$ cat config.mk
export PLATFORM = sky130hd
export DESIGN_NAME = serial_frame_receiver_flat
export DESIGN_NICKNAME = d
export VERILOG_FILES = /design/src/hdl/sfr_pkg.sv /design/src/hdl/sfr_rx_if.sv /design/src/hdl/sfr_res_if.sv /design/src/hdl/serial_frame_receiver.sv /design/src/flat_wrapper.sv
export VERILOG_INCLUDE_DIRS = /design/src /design/src/hdl
export SDC_FILE = /design/constraint.sdc
export NUM_CORES = 1
export LEC_CHECK = 0
export BUFFER_PORTS_ARGS = -buffer_cell sky130_fd_sc_hd__buf_2
export CAP_MARGIN = 10
export CORE_MARGIN = 2
export CORE_UTILIZATION = 55
export CTS_CLUSTER_DIAMETER = 100
export DETAILED_ROUTE_END_ITERATION = 12
export GPL_ROUTABILITY_DRIVEN = 0
export PLACE_DENSITY = 0.77
export SYNTH_ARGS = -nofsm -noshare
export SYNTH_HDL_FRONTEND = slang
export SYNTH_SLANG_ARGS = --single-unit
$ cat constraint.sdc
create_clock -name i_clk -period 6.9 [get_ports i_clk]
set_input_delay 1.38 -clock i_clk [delete_from_list [all_inputs] [get_ports i_clk]]
set_output_delay 1.38 -clock i_clk [all_outputs]
set_load 0.03 [all_outputs]
$ cat src/hdl/serial_frame_receiver_defines.svh
// ----------------------------------------------------------------------------
// Serial frame receiver assertion macros
// Shared check macros; they compile to nothing when SYNTH is defined.
// ----------------------------------------------------------------------------
`ifndef SERIAL_FRAME_RECEIVER_DEFINES_SVH
`define SERIAL_FRAME_RECEIVER_DEFINES_SVH

`ifndef SYNTH
// Same-cycle implication, disabled during reset
`define SFR_ASSERT_IMP(label, clk, rst_n, ante, cons) \
    label: assert property (@(posedge clk) disable iff (!rst_n) (ante) |-> (cons)) \
        else $error("sfr check failed");
// Next-cycle implication, disabled during reset
`define SFR_ASSERT_NXT(label, clk, rst_n, ante, cons) \
    label: assert property (@(posedge clk) disable iff (!rst_n) (ante) |=> (cons)) \
        else $error("sfr check failed");
`else
`define SFR_ASSERT_IMP(label, clk, rst_n, ante, cons)
`define SFR_ASSERT_NXT(label, clk, rst_n, ante, cons)
`endif

`endif

$ cat src/hdl/sfr_pkg.sv
// ----------------------------------------------------------------------------
// Serial frame receiver package
// Widths, register indexes, reset values and the result record.
// ----------------------------------------------------------------------------
package sfr_pkg;

    localparam int BYTE_W     = 8;
    localparam int OFFSET_W   = 7;
    localparam int CFG_IDX_W  = 2;
    // byte count plus headroom, and the clamped limit, fit in this width
    localparam int LIMIT_W    = BYTE_W + 1;

    localparam int FRAME_BYTES_DEF = 128;

    localparam logic [LIMIT_W-1:0] HEADROOM        = LIMIT_W'(5);
    localparam logic [BYTE_W-1:0]  FRAME_LIMIT_RST = BYTE_W'(100);

    localparam logic [CFG_IDX_W-1:0] REG_START_BYTE  = 2'd0;
    localparam logic [CFG_IDX_W-1:0] REG_TOKEN_BYTE  = 2'd1;
    localparam logic [CFG_IDX_W-1:0] REG_END_BYTE    = 2'd2;
    localparam logic [CFG_IDX_W-1:0] REG_FRAME_LIMIT = 2'd3;

    typedef struct packed {
        logic                store_en;
        logic [OFFSET_W-1:0] store_offset;
        logic [BYTE_W-1:0]   store_byte;
        logic                frame_done;
        logic [BYTE_W-1:0]   frame_length;
        logic [BYTE_W-1:0]   frame_addr;
        logic [BYTE_W-1:0]   frame_index;
        logic [BYTE_W-1:0]   frame_size;
    } t_result;

endpackage

$ cat src/hdl/sfr_rx_if.sv
// ----------------------------------------------------------------------------
// Serial frame receiver byte channel
// Valid/ready channel that carries one received serial byte.
// ----------------------------------------------------------------------------
interface sfr_rx_if import sfr_pkg::*; ();

    logic              valid;
    logic              ready;
    logic [BYTE_W-1:0] rx_byte;

    modport source (output valid, output rx_byte, input ready);
    modport sink   (input valid, input rx_byte, output ready);

endinterface

$ cat src/hdl/sfr_res_if.sv
// ----------------------------------------------------------------------------
// Serial frame receiver result channel
// Valid/ready channel that carries the frame store write and frame status.
// ----------------------------------------------------------------------------
interface sfr_res_if import sfr_pkg::*; ();

    logic                valid;
    logic                ready;
    logic                store_en;
    logic [OFFSET_W-1:0] store_offset;
    logic [BYTE_W-1:0]   store_byte;
    logic                frame_done;
    logic [BYTE_W-1:0]   frame_length;
    logic [BYTE_W-1:0]   frame_addr;
    logic [BYTE_W-1:0]   frame_index;
    logic [BYTE_W-1:0]   frame_size;

    modport source (
        output valid, input ready,
        output store_en, output store_offset, output store_byte,
        output frame_done, output frame_length, output frame_addr,
        output frame_index, output frame_size
    );
    modport sink (
        input valid, output ready,
        input store_en, input store_offset, input store_byte,
        input frame_done, input frame_length, input frame_addr,
        input frame_index, input frame_size
    );

endinterface

$ cat src/hdl/serial_frame_receiver.sv
// Output: the result of each transferred byte is registered before it is shown.
// Throughput: one byte per cycle; the only limit is the single result
// register, which accepts a new byte in the same cycle its contents leave.
// Reset: synchronous, active low; returns the parser to hunting, clears the
// byte count, held header fields and result valid, and loads the register
// reset values.
// ----------------------------------------------------------------------------
// Serial frame receiver
// Byte-at-a-time frame parser driving a frame store write port and a
// frame-complete flag with the header fields.
// ----------------------------------------------------------------------------
`include "serial_frame_receiver_defines.svh"

module serial_frame_receiver import sfr_pkg::*; #(
    parameter int FRAME_BYTES = FRAME_BYTES_DEF
) (
    input  logic                 i_clk,
    input  logic                 i_rst_n,
    input  logic                 i_cfg_we,
    input  logic [CFG_IDX_W-1:0] i_cfg_idx,
    input  logic [BYTE_W-1:0]    i_cfg_data,
    sfr_rx_if.sink               i_rx,
    sfr_res_if.source            o_res
);

    typedef enum logic [3:0] {
        PH_HUNT  = 4'd0,
        PH_ADDR  = 4'd1,
        PH_INDEX = 4'd2,
        PH_SIZE  = 4'd3,
        PH_TOKEN = 4'd4,
        PH_DATA  = 4'd5,
        PH_CRCL  = 4'd6,
        PH_CRCH  = 4'd7,
        PH_END   = 4'd8
    } t_phase;

    localparam logic [LIMIT_W-1:0] LIMIT_MAX = LIMIT_W'(FRAME_BYTES);

    logic [BYTE_W-1:0] r_start_byte;
    logic [BYTE_W-1:0] r_token_byte;
    logic [BYTE_W-1:0] r_end_byte;
    logic [BYTE_W-1:0] r_frame_limit;

    t_phase            r_phase,        n_phase;
    logic [BYTE_W-1:0] r_byte_count,   n_byte_count;
    logic [BYTE_W-1:0] r_payload_left, n_payload_left;
    logic [BYTE_W-1:0] r_held_addr,    n_held_addr;
    logic [BYTE_W-1:0] r_held_index,   n_held_index;
    logic [BYTE_W-1:0] r_held_size,    n_held_size;
    t_result           r_res,          n_res;
    logic              r_res_vld;

    logic               w_in_xfer;
    logic [BYTE_W-1:0]  w_count_inc;
    logic [LIMIT_W-1:0] w_limit;
    logic               w_too_long;

    // Configuration registers
    always_ff @(posedge i_clk) begin
        if (!i_rst_n) begin
            r_start_byte  <= '0;
            r_token_byte  <= '0;
            r_end_byte    <= '0;
            r_frame_limit <= FRAME_LIMIT_RST;
        end else if (i_cfg_we) begin
            case (i_cfg_idx)
                REG_START_BYTE:  r_start_byte  <= i_cfg_data;
                REG_TOKEN_BYTE:  r_token_byte  <= i_cfg_data;
                REG_END_BYTE:    r_end_byte    <= i_cfg_data;
                REG_FRAME_LIMIT: r_frame_limit <= i_cfg_data;
                default: begin
                end
            endcase
        end
    end

    // Take a new byte whenever the result register is empty or draining
    assign i_rx.ready = !r_res_vld || o_res.ready;
    assign w_in_xfer  = i_rx.valid && i_rx.ready;

    assign w_count_inc = r_byte_count + BYTE_W'(1);
    assign w_limit     = ({1'b0, r_frame_limit} > LIMIT_MAX) ? LIMIT_MAX
                                                             : {1'b0, r_frame_limit};
    assign w_too_long  = ({1'b0, w_count_inc} + HEADROOM) > w_limit;

    always_comb begin
        n_phase        = r_phase;
        n_byte_count   = r_byte_count;
        n_payload_left = r_payload_left;
        n_held_addr    = r_held_addr;
        n_held_index   = r_held_index;
        n_held_size    = r_held_size;
        n_res          = '0;

        case (r_phase)
            PH_HUNT: begin
                n_res.store_en   = 1'b1;
                n_res.store_byte = r_start_byte;
                n_byte_count     = BYTE_W'(1);
                if (i_rx.rx_byte == r_start_byte) begin
                    n_phase = PH_ADDR;
                end
            end
            PH_ADDR: begin
                n_held_addr = i_rx.rx_byte;
                n_phase     = PH_INDEX;
            end
            PH_INDEX: begin
                n_held_index = i_rx.rx_byte;
                n_phase      = PH_SIZE;
            end
            PH_SIZE: begin
                n_held_size    = i_rx.rx_byte;
                n_payload_left = i_rx.rx_byte;
                n_phase        = PH_TOKEN;
            end
            PH_TOKEN: begin
                if (i_rx.rx_byte == r_token_byte) begin
                    n_phase = (r_payload_left != '0) ? PH_DATA : PH_CRCL;
                end else begin
                    n_phase = PH_HUNT;
                end
            end
            PH_DATA: begin
                n_payload_left = r_payload_left - BYTE_W'(1);
                if (n_payload_left == '0) begin
                    n_phase = PH_CRCL;
                end
                // drop an oversized frame, even on its last payload byte
                if (w_too_long) begin
                    n_phase = PH_HUNT;
                end
            end
            PH_CRCL: n_phase = PH_CRCH;
            PH_CRCH: n_phase = PH_END;
            PH_END:  n_phase = PH_HUNT;
            default: n_phase = PH_HUNT;
        endcase

        // Every phase past hunting stores the byte at the running count,
        // except a token that does not match
        if (r_phase != PH_HUNT && r_phase <= PH_END &&
            !(r_phase == PH_TOKEN && i_rx.rx_byte != r_token_byte)) begin
            n_res.store_en     = 1'b1;
            n_res.store_offset = r_byte_count[OFFSET_W-1:0];
            n_res.store_byte   = i_rx.rx_byte;
            n_byte_count       = w_count_inc;
        end

        if (r_phase == PH_END && i_rx.rx_byte == r_end_byte) begin
            n_res.frame_done   = 1'b1;
            n_res.frame_length = w_count_inc;
            n_res.frame_addr   = r_held_addr;
            n_res.frame_index  = r_held_index;
            n_res.frame_size   = r_held_size;
        end
    end

    always_ff @(posedge i_clk) begin
        if (!i_rst_n) begin
            r_phase        <= PH_HUNT;
            r_byte_count   <= '0;
            r_payload_left <= '0;
            r_held_addr    <= '0;
            r_held_index   <= '0;
            r_held_size    <= '0;
            r_res_vld      <= 1'b0;
        end else begin
            if (w_in_xfer) begin
                r_phase        <= n_phase;
                r_byte_count   <= n_byte_count;
                r_payload_left <= n_payload_left;
                r_held_addr    <= n_held_addr;
                r_held_index   <= n_held_index;
                r_held_size    <= n_held_size;
                r_res          <= n_res;
                r_res_vld      <= 1'b1;
            end else if (o_res.ready) begin
                r_res_vld <= 1'b0;
            end
        end
    end

    assign o_res.valid        = r_res_vld;
    assign o_res.store_en     = r_res.store_en;
    assign o_res.store_offset = r_res.store_offset;
    assign o_res.store_byte   = r_res.store_byte;
    assign o_res.frame_done   = r_res.frame_done;
    assign o_res.frame_length = r_res.frame_length;
    assign o_res.frame_addr   = r_res.frame_addr;
    assign o_res.frame_index  = r_res.frame_index;
    assign o_res.frame_size   = r_res.frame_size;

    `SFR_ASSERT_IMP(a_done_has_write, i_clk, i_rst_n,
        o_res.valid && o_res.frame_done, o_res.store_en)
    `SFR_ASSERT_NXT(a_bad_token_no_write, i_clk, i_rst_n,
        w_in_xfer && r_phase == PH_TOKEN && i_rx.rx_byte != r_token_byte,
        o_res.valid && !o_res.store_en && r_phase == PH_HUNT)
    `SFR_ASSERT_IMP(a_count_in_frame, i_clk, i_rst_n,
        r_phase != PH_HUNT, r_byte_count != '0)

endmodule
$ cat src/flat_wrapper.sv
// flat-port wrapper written by rule: the top's interface ports become plain ports
module serial_frame_receiver_flat import sfr_pkg::*;
#(
    parameter int FRAME_BYTES = FRAME_BYTES_DEF
)
  (i_clk, i_rst_n, i_cfg_we, i_cfg_idx, i_cfg_data, i_rx_valid, i_rx_rx_byte, i_rx_ready, o_res_valid, o_res_ready, o_res_store_en, o_res_store_offset, o_res_store_byte, o_res_frame_done, o_res_frame_length, o_res_frame_addr, o_res_frame_index, o_res_frame_size);
  sfr_rx_if i_rx_i ();
  sfr_res_if o_res_i ();
  input  logic i_clk;
  input  logic i_rst_n;
  input  logic i_cfg_we;
  input  logic [CFG_IDX_W-1:0] i_cfg_idx;
  input  logic [BYTE_W-1:0] i_cfg_data;
  input wire logic [$bits(i_rx_i.valid)-1:0] i_rx_valid;
  input wire logic [$bits(i_rx_i.rx_byte)-1:0] i_rx_rx_byte;
  output wire logic [$bits(i_rx_i.ready)-1:0] i_rx_ready;
  output wire logic [$bits(o_res_i.valid)-1:0] o_res_valid;
  input wire logic [$bits(o_res_i.ready)-1:0] o_res_ready;
  output wire logic [$bits(o_res_i.store_en)-1:0] o_res_store_en;
  output wire logic [$bits(o_res_i.store_offset)-1:0] o_res_store_offset;
  output wire logic [$bits(o_res_i.store_byte)-1:0] o_res_store_byte;
  output wire logic [$bits(o_res_i.frame_done)-1:0] o_res_frame_done;
  output wire logic [$bits(o_res_i.frame_length)-1:0] o_res_frame_length;
  output wire logic [$bits(o_res_i.frame_addr)-1:0] o_res_frame_addr;
  output wire logic [$bits(o_res_i.frame_index)-1:0] o_res_frame_index;
  output wire logic [$bits(o_res_i.frame_size)-1:0] o_res_frame_size;
  assign i_rx_i.valid = i_rx_valid;
  assign i_rx_i.rx_byte = i_rx_rx_byte;
  assign i_rx_ready = i_rx_i.ready;
  assign o_res_valid = o_res_i.valid;
  assign o_res_i.ready = o_res_ready;
  assign o_res_store_en = o_res_i.store_en;
  assign o_res_store_offset = o_res_i.store_offset;
  assign o_res_store_byte = o_res_i.store_byte;
  assign o_res_frame_done = o_res_i.frame_done;
  assign o_res_frame_length = o_res_i.frame_length;
  assign o_res_frame_addr = o_res_i.frame_addr;
  assign o_res_frame_index = o_res_i.frame_index;
  assign o_res_frame_size = o_res_i.frame_size;
  serial_frame_receiver #(.FRAME_BYTES(FRAME_BYTES)) u_core (.i_clk(i_clk), .i_rst_n(i_rst_n), .i_cfg_we(i_cfg_we), .i_cfg_idx(i_cfg_idx), .i_cfg_data(i_cfg_data), .i_rx(i_rx_i), .o_res(o_res_i));
endmodule
==> results.md <==
* Routed vias at ~4.3k
* Critical Path RT at roughly 7300 ps
* Cells along the critical path: ha_1 > nand4_2 > xnor2_1 > or4_4 > xor2_1 > ha_1 > nor4_1 > o21ai_0 > o221ai_1 > o311ai_4 > and3_1 > a211o_1
* Fin. max-slew vios at 0
* Hold WS at 456 ps
* Clock Root Buffer: clkbuf_8
* Die Span Y at 107 um
* Register area share after synthesis at roughly 52%
* Synth top area share at between 20% and 30%
* GRT Total Usage at a little under a quarter
* Synth area leaders: dfxtp_1 27%, edfxtp_1 25%, mux2i_1 8.1%
* CP Capture Type: flop
* Endpoints failing setup at 0
* Synth top cells by count: 77 x dfxtp_1, 66 x nor2_1, 49 x edfxtp_1
* Critical path type: flop to flop
* Final ANT Viol Nets at 0
* Met1 Wirelength at approximately 5700 um
* Nets at roughly 660
* RSZ-0062 raised after global routing: false
* Crit-path slowest cell: or4_4
* Initial antenna violation count at 0
* Drt wl/cell at between 15 and 20 um
* Worst-Skew Late Latency at around 530 ps
* Share of cells above drive strength 1 at between 10% and 20%
* CP most frequent cell: ha_1
* Fin crit share at 52.2%
* Worst Tran Pin Value at 753 ps
* Worst-path clk slew at 60 ps
* CTS tree: yes
* Detail Placement HPWL at just under 9000 um
* CTS Sinks at between 100 and 150
* Hold WC Path Type: flop to flop
* Post-CTS sizing at 0
* Setup TNS at 0 ps
* Layout Cells excl Fill at between 700 and 800
* Final hold vios at 0
* Count of flip-flops with a built-in enable after synthesis at slightly below 50
* #FFs+latches synth at ~130
* Critical Path Fanout Max at 7
* Post-DP Area at approximately 6200 um2
* N_diodes at 0
* Via density at around 5.5
* CTS Hold Bufs at 0
* Routed WL at approximately 13000 um
* Placeable Area at between 10000 and 15000 um2
* First-pass GRT wire length at slightly above 20000 um
* Status: finished, final reports clean
* Setup ws final at around 3300 ps
* Number of setup buffers added after CTS at 0
* Area delta synth->final at 18.1%
* WL met3 at 816 um
* Die area at approximately 11000 um2
* Leakage power total at 2.90 nW
* Initial core utilization at roughly 56%
* CP startpoint kind: flop
* Family with the most delay on the worst path: simple AND/OR/NAND/NOR gates
* Post-synthesis cell area at a little under 6000 um2
* Slowest stage delay, CP at between 600 and 700 ps
* Synthesized area per cell at approximately 10 um2
* Power density cells at around 260 nW/um2
* Max clock buf depth at 2
* Cell with the most instances after synthesis: dfxtp_1
* Async set-reset flop share out of synthesis at 0%
* Maximum VDD drop at 0.000147 V
* Max_cap viols at 0
* Io pins at 74
* Total CTS buffers at 17
* Largest net degree at the start of global routing at 65
* Placement Setup Slack at roughly 3400 ps
* Die Width at between 100 and 150 um
* Primary FF master, synth: dfxtp_1
* Worst clock skew at 6.57 ps
* CP arrival at around 4000 ps
* # DRC at 0
* Worst relative slew slack at between 40% and 50%
* PortBufs at 73
* Final instance area at between 6000 and 7000 um2
* H-tree levels at 4
* Placed cell count at ~750
* # rows at 37
* CP bufs+invs at 0
* Drt pass-1 iters at 5
* Yosys top cell by area: dfxtp_1
* Warnings from Yosys at 0
* Max Fclk at between 0.2 and 0.3 GHz
* DR top layer: met4
* Starting DRT DRC Count at ~330
* Fin crit period at approximately 3600 ps
* DR WL met2 at a little over 6000 um
* GR Overflow Total at 0
* Cell variety after synth at between 50 and 60
* Post-Syn Instances at between 500 and 600
* Vias in the first global route at approximately 4.1k
* Syn nets at 599
## placed cells by master, fill, tap and decap left out, drive strengths merged, types with 2 or more instances in the layout
| master | count |
|---|---|
| buf | 79 |
| dfxtp | 77 |
| nor2 | 66 |
| edfxtp | 49 |
| mux2i | 47 |
| nand2 | 43 |
| xnor2 | 31 |
| and2 | 31 |
| a21oi | 22 |
| o21ai | 19 |
| clkbuf | 19 |
| nand3 | 16 |
| ha | 13 |
| nor3 | 11 |
| inv | 11 |
| nand4 | 11 |
| and3 | 10 |
| nor2b | 9 |
| a22o | 9 |
| clkinv | 8 |
| xor2 | 7 |
| nor4 | 5 |
| a21boi | 4 |
| a21o | 4 |
| nand2b | 3 |
| nand3b | 3 |
| a211o | 3 |
| bufinv | 3 |
| nor3b | 3 |
| o311ai | 2 |
| o211ai | 2 |
| a31oi | 2 |
| o221ai | 2 |
| clkinvlp | 2 |
| or4 | 2 |
## layout make-up
| class | count | area [um2] |
|---|---|---|
| fillers | 799 | 3430 |
| flip-flops and latches | 126 | 3010 |
| multi-input cells | 393 | 2620 |
| clock buffers | 19 | 432 |
| repair buffers | 79 | 410 |
| well taps | 136 | 170 |
| clock inverters | 13 | 164 |
| inverters | 11 | 41.3 |
## metal layers
metal / GRT usage, % / vias to the layer above
met2: 38.1 / 155
met5: 0 / -
met1: 31.0 / 2023
met4: 8.07 / 0
met3: 5.90 / 17
li1: - / 2106
## stage by stage
stage	util (%)	total power, mW
after floorplan	-	0.896
final	66.6	1.81
after global placement	60.8	0.927
after detailed placement	60.8	0.932
after global routing	66.6	1.86
after CTS	66.6	1.81
## cell families (layout without fill, tap and decap cells)
family / after synthesis / after routing / share of synthesized area, %
AO/OA/AOI/OAI: 75 / 75 / 8.90
XOR/XNOR: 38 / 38 / 5.74
adder cells (fa/ha/maj): 13 / 13 / 2.81
buffers and inverters: 44 / 122 / 3.11
flip-flops: 126 / 126 / 52.0
multiplexers: 47 / 47 / 8.12
AND/OR/NAND/NOR: 220 / 220 / 19.3
## worst reg2reg max path, stage by stage (launching register included)
cell	delay [ps]
dfxtp_1	480
ha_1	250
nand4_2	170
xnor2_1	270
or4_4	610
xor2_1	160
ha_1	240
nor4_1	240
o21ai_0	130
o221ai_1	300
o311ai_4	190
and3_1	210
a211o_1	260
## power breakdown
group          leakage (nW)  internal [mW]  switching, mW
logic                  1.52         0.0389         0.0790
registers              1.09          0.789        0.00934
clock network         0.288          0.560          0.330
## worst paths after layout
check / start / slack (ps) / to / depth (start not counted)
worst min register to register: u_core.r_frame_limit[3] / 460 / u_core.r_frame_limit[3] / 2
worst min-delay path: u_core.r_frame_limit[3] / 460 / u_core.r_frame_limit[3] / 2
worst max register to register: u_core.r_byte_count[2] / 3300 / u_core.r_phase[2] / 12
worst max-delay path: u_core.r_byte_count[2] / 3300 / u_core.r_phase[2] / 12
(Power assumes the default switching activity.)
